File: src/hw/rtl/fkg_pkg.sv
// Package for the fractional knapsack greedy unit: types, sizes, state codes.
// No dependencies.
package fkg_pkg;
  localparam int MaxItems = 16;
  localparam int IdxW     = $clog2(MaxItems);
  localparam int CntW     = IdxW + 1;
  localparam int CapW     = 22;
  localparam int TotW     = 38;
  localparam logic [16:0] QOne = 17'h10000;

  typedef struct packed {
    logic [15:0] item_profit;
    logic [15:0] item_weight;
    logic        last_item;
  } fkg_in_t;

  typedef struct packed {
    logic [5:0]      load_index;
    logic [15:0]     out_profit;
    logic [15:0]     out_weight;
    logic [16:0]     fraction;
    logic [TotW-1:0] total_profit;
    logic            last_result;
  } fkg_out_t;

  typedef enum logic [3:0] {
    ST_LOAD, ST_SI, ST_SRD, ST_SIT, ST_SCMP, ST_SWR, ST_ERD, ST_EDAT, ST_EMUL,
    ST_DIV, ST_DMUL, ST_EOUT
  } fkg_state_t;
endpackage

File: src/hw/rtl/fractional_knapsack_greedy_unit.sv
// Fractional knapsack greedy unit, top level.
// Depends on fkg_pkg.
//
//  channel | ports                   | handshake
//  in      | in_data (fkg_in_t)      | start & !busy
//  out     | out_data (fkg_out_t)    | out_valid, one cycle, no stall
//  cfg     | cfg_we, cfg_capacity    | cfg_we
//
// Loading accepts one word per cycle. After the last word the block runs a
// stable insertion sort over an order memory (order read, item read, compare,
// write back per inner step, n^2 worst case), then emits: whole items pass
// item read, data, multiply and output, and the split item adds the
// bit-serial restoring divider and the partial product. busy is high from
// the last word until the last result, and drops as that result is on the ports.
// Reset is synchronous; the item memories are not cleared.
module fractional_knapsack_greedy_unit
  import fkg_pkg::*;
(
  input  logic            clk,
  input  logic            rst_n,
  input  logic            start,
  output logic            busy,
  input  fkg_in_t         in_data,
  input  logic            cfg_we,
  input  logic [CapW-1:0] cfg_capacity,
  output logic            out_valid,
  output fkg_out_t        out_data
);
  // item memory {profit,weight}; order memory holds load positions
  logic [31:0]     item_mem [MaxItems];
  logic [IdxW-1:0] ord_mem  [MaxItems];

  fkg_state_t state_r, state_nxt;
  logic [CapW-1:0] cap_r, rem_r;
  logic [CntW-1:0] cnt_r, i_r, j_r;
  logic [TotW-1:0] acc_r;
  logic            split_r;
  logic [31:0]     cur_r, rd_item_r;     // current sort item, item read data
  logic [IdxW-1:0] rd_ord_r, cur_ix_r;
  logic [31:0]     lhs_r, rhs_r;
  logic [16:0]     frac_r;
  logic [38:0]     rem_div_r;            // divider partial remainder
  logic [4:0]      dcnt_r;

  // memory port control
  logic            im_we;  logic [IdxW-1:0] im_wa, im_ra; logic [31:0] im_wd;
  logic            om_we;  logic [IdxW-1:0] om_wa, om_ra, om_wd;

  always_ff @(posedge clk) begin
    if (im_we) item_mem[im_wa] <= im_wd;
    rd_item_r <= item_mem[im_ra];
    if (om_we) ord_mem[om_wa] <= om_wd;
    rd_ord_r <= ord_mem[om_ra];
  end

  logic accept;
  assign busy   = (state_r != ST_LOAD);
  assign accept = start && !busy;

  logic [15:0] rp, rw;
  assign rp = rd_item_r[31:16];
  assign rw = rd_item_r[15:0];

  // next state
  always_comb begin
    state_nxt = state_r;
    unique case (state_r)
      ST_LOAD: if (accept && in_data.last_item) state_nxt = ST_SI;
      ST_SI:   state_nxt = (i_r == cnt_r) ? ST_ERD : ST_SRD;
      ST_SRD:  state_nxt = (j_r == '0) ? ST_SWR : ST_SIT;
      ST_SIT:  state_nxt = ST_SCMP;
      ST_SCMP: state_nxt = ST_SWR;
      ST_SWR:  state_nxt = (j_r != '0 && lhs_r > rhs_r) ? ST_SRD : ST_SI;
      ST_ERD:  state_nxt = ST_EDAT;
      ST_EDAT: state_nxt = ST_EMUL;
      ST_EMUL: state_nxt = (!split_r && {6'd0, rw} > rem_r) ? ST_DIV : ST_EOUT;
      ST_DIV:  if (dcnt_r == 5'd16) state_nxt = ST_DMUL;
      ST_DMUL: state_nxt = ST_EOUT;
      ST_EOUT: state_nxt = (i_r + 1'b1 == cnt_r) ? ST_LOAD : ST_ERD;
      default: state_nxt = ST_LOAD;
    endcase
  end

  // memory addressing
  always_comb begin
    im_we = 1'b0; im_wa = cnt_r[IdxW-1:0];
    im_wd = {in_data.item_profit, in_data.item_weight};
    om_we = 1'b0; om_wa = j_r[IdxW-1:0]; om_wd = cur_ix_r;
    om_ra = i_r[IdxW-1:0];
    im_ra = rd_ord_r;
    unique case (state_r) inside
      ST_LOAD: im_we = accept && (cnt_r != CntW'(MaxItems));
      ST_SI:   begin im_ra = i_r[IdxW-1:0]; end
      // hold the entry below j until it has been written back one place up
      ST_SRD, ST_SIT, ST_SCMP: om_ra = j_r[IdxW-1:0] - 1'b1;
      ST_SWR:  begin
        om_we = 1'b1;
        om_wd = (j_r != '0 && lhs_r > rhs_r) ? rd_ord_r : cur_ix_r;
      end
      default: ;
    endcase
  end

  logic [38:0] dtrial;
  assign dtrial = {rem_div_r[37:0], 1'b0} - {23'd0, rw};

  always_ff @(posedge clk) begin
    if (!rst_n) begin
      state_r <= ST_LOAD; cap_r <= '0; rem_r <= '0; acc_r <= '0;
      cnt_r <= '0; i_r <= '0; j_r <= '0; split_r <= 1'b0; out_valid <= 1'b0;
    end else begin
      state_r   <= state_nxt;
      out_valid <= 1'b0;
      if (cfg_we) cap_r <= cfg_capacity;
      unique case (state_r)
        ST_LOAD: if (accept) begin
          if (cnt_r != CntW'(MaxItems)) cnt_r <= cnt_r + 1'b1;
          i_r <= '0;
        end
        ST_SI: begin
          j_r <= i_r; cur_ix_r <= i_r[IdxW-1:0];
          if (i_r == cnt_r) begin
            i_r <= '0; rem_r <= cap_r; acc_r <= '0; split_r <= 1'b0;
          end
        end
        ST_SRD: if (i_r == j_r) cur_r <= rd_item_r;
        ST_SCMP: begin
          // rd_ord_r is the order entry below j; rd_item_r its item
          lhs_r <= 32'(cur_r[31:16]) * 32'(rw);
          rhs_r <= 32'(rp) * 32'(cur_r[15:0]);
        end
        ST_SWR: begin
          if (j_r != '0 && lhs_r > rhs_r) j_r <= j_r - 1'b1;
          else i_r <= i_r + 1'b1;
          lhs_r <= '0; rhs_r <= '0;
        end
        ST_EMUL: begin
          if (split_r) frac_r <= '0;
          else if ({6'd0, rw} <= rem_r) begin
            frac_r <= QOne; rem_r <= rem_r - {6'd0, rw};
            acc_r  <= acc_r + {6'd0, rp, 16'd0};
          end else begin
            rem_div_r <= {17'd0, rem_r}; dcnt_r <= '0; frac_r <= '0;
          end
        end
        ST_DIV: begin
          // restoring division of rem<<16 by weight, one bit per cycle
          if (dcnt_r < 5'd16) begin
            if (!dtrial[38]) begin
              rem_div_r <= dtrial; frac_r <= {frac_r[15:0], 1'b1};
            end else begin
              rem_div_r <= {rem_div_r[37:0], 1'b0}; frac_r <= {frac_r[15:0], 1'b0};
            end
          end
          dcnt_r <= dcnt_r + 1'b1;
        end
        ST_DMUL: begin
          acc_r <= acc_r + {6'd0, 32'(rp) * 32'(frac_r[15:0])};
          rem_r <= '0; split_r <= 1'b1;
        end
        ST_EOUT: begin
          out_valid <= 1'b1;
          out_data.load_index   <= 6'(rd_ord_r);
          out_data.out_profit   <= rp;
          out_data.out_weight   <= rw;
          out_data.fraction     <= frac_r;
          out_data.total_profit <= acc_r;
          out_data.last_result  <= (i_r + 1'b1 == cnt_r);
          i_r <= i_r + 1'b1;
          if (i_r + 1'b1 == cnt_r) cnt_r <= '0;
        end
        default: ;
      endcase
    end
  end
endmodule

File: config.mk
export PLATFORM = sky130hd
export DESIGN_NAME = fractional_knapsack_greedy_unit
export DESIGN_NICKNAME = d
export VERILOG_FILES = /design/src/hw/rtl/fkg_pkg.sv /design/src/hw/rtl/fractional_knapsack_greedy_unit.sv
export SDC_FILE = /design/constraint.sdc
export NUM_CORES = 2
export LEC_CHECK = 0
export BUFFER_PORTS_ARGS = -buffer_cell sky130_fd_sc_hd__clkbuf_2
export CORE_ASPECT_RATIO = 0.8
export CORE_MARGIN = 4
export CORE_UTILIZATION = 25
export CTS_BUF_LIST = sky130_fd_sc_hd__clkbuf_8
export CTS_CLUSTER_SIZE = 30
export DETAILED_ROUTE_END_ITERATION = 7
export PLACE_DENSITY = 0.45
export SETUP_SLACK_MARGIN = 0.3
export SLEW_MARGIN = 5
export SYNTH_ARGS = -nofsm -noshare
export SYNTH_HDL_FRONTEND = slang
export SYNTH_SLANG_ARGS = --single-unit
File: constraint.sdc
create_clock -name clk -period 12.35 [get_ports clk]
set_input_delay 2.47 -clock clk [delete_from_list [all_inputs] [get_ports clk]]
set_output_delay 2.47 -clock clk [all_outputs]
set_load 0.02 [all_outputs]
## Yosys cells after proc, flatten, opt, wreduce, memory -nomap -nowiden

Memories as Yosys holds them, arrays and structs flattened. A register that Yosys moved wholly into a read port is not among the register bits.
Index checks and enable logic that the tools add are counted.

- Memories: 2
- Output and inout bits: 96
- Logic and storage cells: 154
- Bits in writable memories: 576
- Bits of input ports: 59
- Flip-flop bits (word level): 355

- Reductions and logical operators: 32
- Order comparisons: 4
- Multiply operators: 3
- Eq/ne operators: 28
- Muxes and demuxes: 54
- Add/sub/neg operators: 9

Memory list:

| memory | depth | bits a word | rd ports | clocked after memory_dff | wr ports | RTL line | source |
|---|---|---|---|---|---|---|---|
| item_mem | 16 | 32 | 1 | 1 | 1 | fractional_knapsack_greedy_unit.sv:30 | `logic [31:0] item_mem [MaxItems];` |
| ord_mem | 16 | 4 | 1 | 1 | 1 | fractional_knapsack_greedy_unit.sv:31 | `logic [IdxW-1:0] ord_mem [MaxItems];` |

Operators by type and width:

| kind | count |
|---|---|
| two-way mux 38 bit | 7 |
| case mux 32 bit (2 select lines) | 2 |
| case mux 38 bit (3 select lines) | 1 |
| multiplier 16 x 16 -> 32 bit | 3 |
| adder 38 x 32 -> 38 bit | 2 |
| case mux 38 bit (2 select lines) | 1 |
| two-way mux 22 bit | 3 |
| case mux 22 bit (3 select lines) | 1 |
| two-way mux 17 bit | 3 |
| case mux 4 bit (12 select lines) | 1 |
| two-way mux 5 bit | 9 |
| subtractor 39 x 16 -> 39 bit | 1 |
| case mux 17 bit (2 select lines) | 1 |
| > comparator 32 bit | 1 |
| case mux 5 bit (2 select lines) | 3 |
| two-way mux 4 bit | 6 |
| > comparator 16 x 22 -> 1 bit | 1 |
| less-or-equal comparator 16 x 22 -> 1 bit | 1 |
| inequality test 2 bit, second input constant | 11 |
| subtractor 22 x 16 -> 22 bit | 1 |
| case mux 5 bit (4 select lines) | 1 |
| equality test 4 x 3 -> 1 bit, second input constant | 4 |
| equality test 4 bit, second input constant | 4 |
| AND reduction 4 bit | 4 |
| other kinds (26) | 58 |

## Longest topological paths before layout

- Word-level depth: 7
- Depth in mapped cells: 25

## Worst setup path before layout

Ideal clock, no wire load.

- Path type: input port to flip-flop
- Start point: in rst_n
- End point: reg out_data[0] in the netlist's numbering, enable pin
- Arrival: 6975 ps
- Stages: 5
- Buffers on the path: 3
- Path slack: 4832 ps
- Path through: inv_1 -> clkbuf_1 -> buf_1 -> buf_1 -> nor2_1

- Longest elaborated chain between the ends: 1

Ends and longest elaborated chain:

| item | RTL line | source |
|---|---|---|
| start, declared | fractional_knapsack_greedy_unit.sv:20 | `input logic rst_n,` |
| AND reduction 2 bit (no source line) | - |  |
| end, declared | fractional_knapsack_greedy_unit.sv:27 | `output fkg_out_t out_data` |

Every way passes these cells.
A chain may end at the register's enable or synchronous reset.

## Final worst setup path

- Start point: reg rd_item_r[4] (read register of item_mem)
- End point: reg lhs_r[30], data pin

- Longest elaborated chain between the ends: 2

Ends and longest elaborated chain:

| item | RTL line | source |
|---|---|---|
| start, declared | fractional_knapsack_greedy_unit.sv:38 | `logic [31:0] cur_r, rd_item_r;` |
| multiplier 16 x 16 -> 32 bit | fractional_knapsack_greedy_unit.sv:129 | `lhs_r <= 32'(cur_r[31:16]) * 32'(rw);` |
| case mux 32 bit (2 select lines) | fractional_knapsack_greedy_unit.sv:115 | `unique case (state_r)` |
| end signal, assigned | fractional_knapsack_greedy_unit.sv:129 |  |
| end, declared | fractional_knapsack_greedy_unit.sv:40 | `logic [31:0] lhs_r, rhs_r;` |

Every way passes these cells.

==> run summary <==
The path class of the tightest hold or removal check is register to register. The final global-route overflow total is 0. The reg-to-reg critical path endpoint was lhs_r[30]. Setup violations remaining at the end of the flow were counted as 0.

155 I/O pins were placed. The routed length per placed instance was 20.4 um. The run gives 5809 as the synthesized netlist cell count. At the end of the flow, the number of nets in the layout was 7045. The startpoint of the most critical hold path was frac_r[16]. Walking the worst path, the cells encountered are nand2_1 > fa_1 > inv_1 > fa_1 > fa_1 > inv_1 > fa_1 > fa_1 > inv_1 > fa_1 > ha_1 > and3_1 > a221o_1 > a221oi_1 > o211ai_1 > a41oi_1 > o211ai_1 > o31ai_1 > xor2_1 > nor2_1. After filler insertion, the fill cell instance count of the layout stands at 27500. Wire length of the first global-routing pass: 300000 um.

The slew at the pin closest to its max-slew limit is 1.23 ns, and the routability congestion estimate is 0.831. The library cell used most frequently in the layout, excluding fill and tap cells, is sky130_fd_sc_hd__inv_1. The floorplan step set the die width to 585 um. Once the clock tree was built, the setup fixing pass inserted 0 buffers. Buffers inserted during clock tree synthesis total 178. In the final timing run, aggregate negative setup slack is 0 ns. The floorplan step defined a die boundary enclosing 275000 um^2.

The number of sinks driven by the clock tree is 967, and the final clock skew is 0.0616 ns. Buffers placed on the I/O ports in this run total 152. The number of search-and-repair iterations in the first detailed-routing pass is 5. Once detail routing completed, the nets flagged for antenna violations numbered 0. Post-route core utilization: 28.4%.

Counting flops with an async set or reset pin after synthesis yields a share of 0%. The tool flagged a number of max-cap violations equal to 0. Yosys printed 0 warnings. After clock tree synthesis, the clock-pin slew on the worst setup and hold paths is 0.06 ns. The tools report the start of the worst register-to-register path as rd_item_r[4]. The final-report max-slew violation count was 0; the largest net degree at the start of global routing was 65. For this configuration, the core starts out at a cell density of 25.1%. The cell that appears most often on the critical path is sky130_fd_sc_hd__fa_1. The headroom to the max-slew limit is 17.4%, and the per-instance average area after synthesis is 11.5 um^2. The per-cell via count in the routed design is 4.55, and the violation count after the first detailed-routing iteration is 2753.

The cell at the slowest stage of the critical path was sky130_fd_sc_hd__dfxtp_1. The synthesis-to-finish area growth is 12.9%. The synthesized design contains 828 enable-type register cells. The core outline area came out at 265000 um^2. Data on the critical path is required at its endpoint by 12.99 ns. CTS H-tree depth: 4. The tools report the critical path launch point type as a register. The hold path depth was 0. The share of the Yosys chip area taken by registers is 41.5%. Measured in cells, the most critical reg-to-reg path has a length of 20. Together, buffers and inverters on the worst path number 3.

Count of different cell masters after synthesis: 80. Detailed placement finished with a half-perimeter wire length of 131000 um. The number of global-route vias before repair is 46600. Among cell families on the critical path, the largest total delay comes from adder cells. The largest single stage delay on the critical path is 0.97 ns.

The netlist area before placement is 66600 um^2. The path type of the worst setup path is register to register. For this run, the top clock speed supported by timing is 0.138 GHz.

TritonCTS built the clock tree. The most critical setup path has its startpoint at rd_item_r[4]. Leaving out fill and tap cells, the most frequent cells in the layout are sky130_fd_sc_hd__inv_1 (944), sky130_fd_sc_hd__edfxtp_1 (828), sky130_fd_sc_hd__nand2_1 (712). For this run, the total global-route usage over all layers was measured as 14.3%. Data arrives at the worst endpoint at 7.91 ns. The flow ran to the end, and the final reports show no timing, DRC or antenna violations.

The floorplan has 169 rows. In this run the deepest clock path goes through 3 buffers. STA classifies the critical path endpoint as a register. The run gives 13 as the number of antenna violations at the first check in global routing. The total wire length was 196000 um. The highest net fanout along the worst path was 19. Predominant post-synthesis flop cell: sky130_fd_sc_hd__edfxtp_1. The floorplan step set the die height to 470 um. The run gives 0 as the total of hold buffers inserted after clock tree synthesis.

Of the cells placed in the final design, the portion with a size suffix greater than 1 is 11.2%. The final number of hold-violating endpoints was 0; the total of cells resized after clock tree synthesis was 0. Counting flops and latches in the post-synthesis netlist gives 967.

The end point of the worst hold path is out_data[55]. The run gives 0.95 ns as the latest clock arrival within the worst-skew pair. Setup repair after global routing left no endpoint under its margin.

In this run the register-to-register setup slack is 5.09 ns. The final period demand of the worst path is 7.26 ns, and the number of remaining DRC errors is 0. The clock root buffer is sky130_fd_sc_hd__clkbuf_8. Summing over every cut layer, the via total after detailed routing is 43700.

Dividing the final minimum period by the clock period gives 58.8%.
flip-flops by register name, indices dropped and copies added, names as in the netlist, 17 cells and up:
signal,flops
item_mem,512
out_data,92
ord_mem,64
acc_r,38
rem_div_r,38
cur_r,32
lhs_r,32
rd_item_r,32
rhs_r,32
cap_r,22
rem_r,22
frac_r,17
metal layers:
layer | vias to the layer above | GRT usage, % | routed length, um
met5 | - | 0 | 67
met4 | 10 | 4.06 | 4750
met3 | 241 | 2.43 | 9170
met2 | 976 | 22.5 | 88500
met1 | 22600 | 20.2 | 93500
li1 | 19900 | - | -
how the worst max path moves through the flow:
stage | end | slack (ns) | cells after the start
5_1_grt | acc_r[32] | 4.66 | 23
2_1_floorplan | out_data[0] | 4.83 | 5
4_1_cts | acc_r[32] | 5.10 | 23
3_5_place_dp | lhs_r[30] | 5.13 | 20
6_report | lhs_r[30] | 5.09 | 20
3_3_place_gp | lhs_r[30] | 5.23 | 20
kinds of logic after synthesis:
family	after synthesis	synth area share (%)
multiplexers	185	5.20
buffers and inverters	1155	6.55
adder cells (fa/ha/maj)	1025	26.2
AO/OA/AOI/OAI	708	6.90
other	1	0.00563
flip-flops	967	41.5
XOR/XNOR	143	1.89
AND/OR/NAND/NOR	1625	11.7
through the flow:
stage | hold slack (ns) | std cells | setup WS [ns] | instance area (um^2)
6_report | 0.471 | 9620 | 5.09 | 75200
5_1_grt | 0.468 | 9614 | 4.66 | 75200
4_1_cts | 0.468 | 9613 | 5.10 | 75100
3_5_place_dp | 0.446 | 9286 | 5.13 | 71600
3_3_place_gp | 0.443 | 9285 | 5.23 | 71500
2_1_floorplan | 0.400 | 5810 | 4.83 | 66600
Yosys cell counts, drive strengths merged, types with 50 or more instances:
master	n	share of area [%]
a31oi	65	0.61
mux4	128	4.3
clkbuf	240	1.4
inv	884	5.0
ha	408	7.7
nand3	74	0.56
a211oi	72	0.81
edfxtp	828	37
nor2	223	1.3
and2	380	3.6
a21oi	166	1.2
a21o	61	0.69
xnor2	87	1.2
fa	617	19
dfxtp	139	4.2
o21ai	145	1.1
xor2	56	0.74
nand2	712	4.0
mux2i	50	0.75
area by class of cell:
| type | instances | area, um^2 | area share (%) |
|---|---|---|---|
| multi-input cells | 3688 | 34800 | 46.2 |
| flip-flops and latches | 967 | 27700 | 36.8 |
| well taps | 3505 | 4390 | 5.83 |
| inverters | 884 | 3320 | 4.42 |
| clock buffers | 193 | 2660 | 3.53 |
| repair buffers | 242 | 1440 | 1.92 |
| clock inverters | 134 | 922 | 1.23 |
| diodes | 7 | 17.5 | 0.0233 |
Power is left out: the tool's default activity adds up to more than one toggle a clock period on the data nets, which glitch-free logic cannot reach.
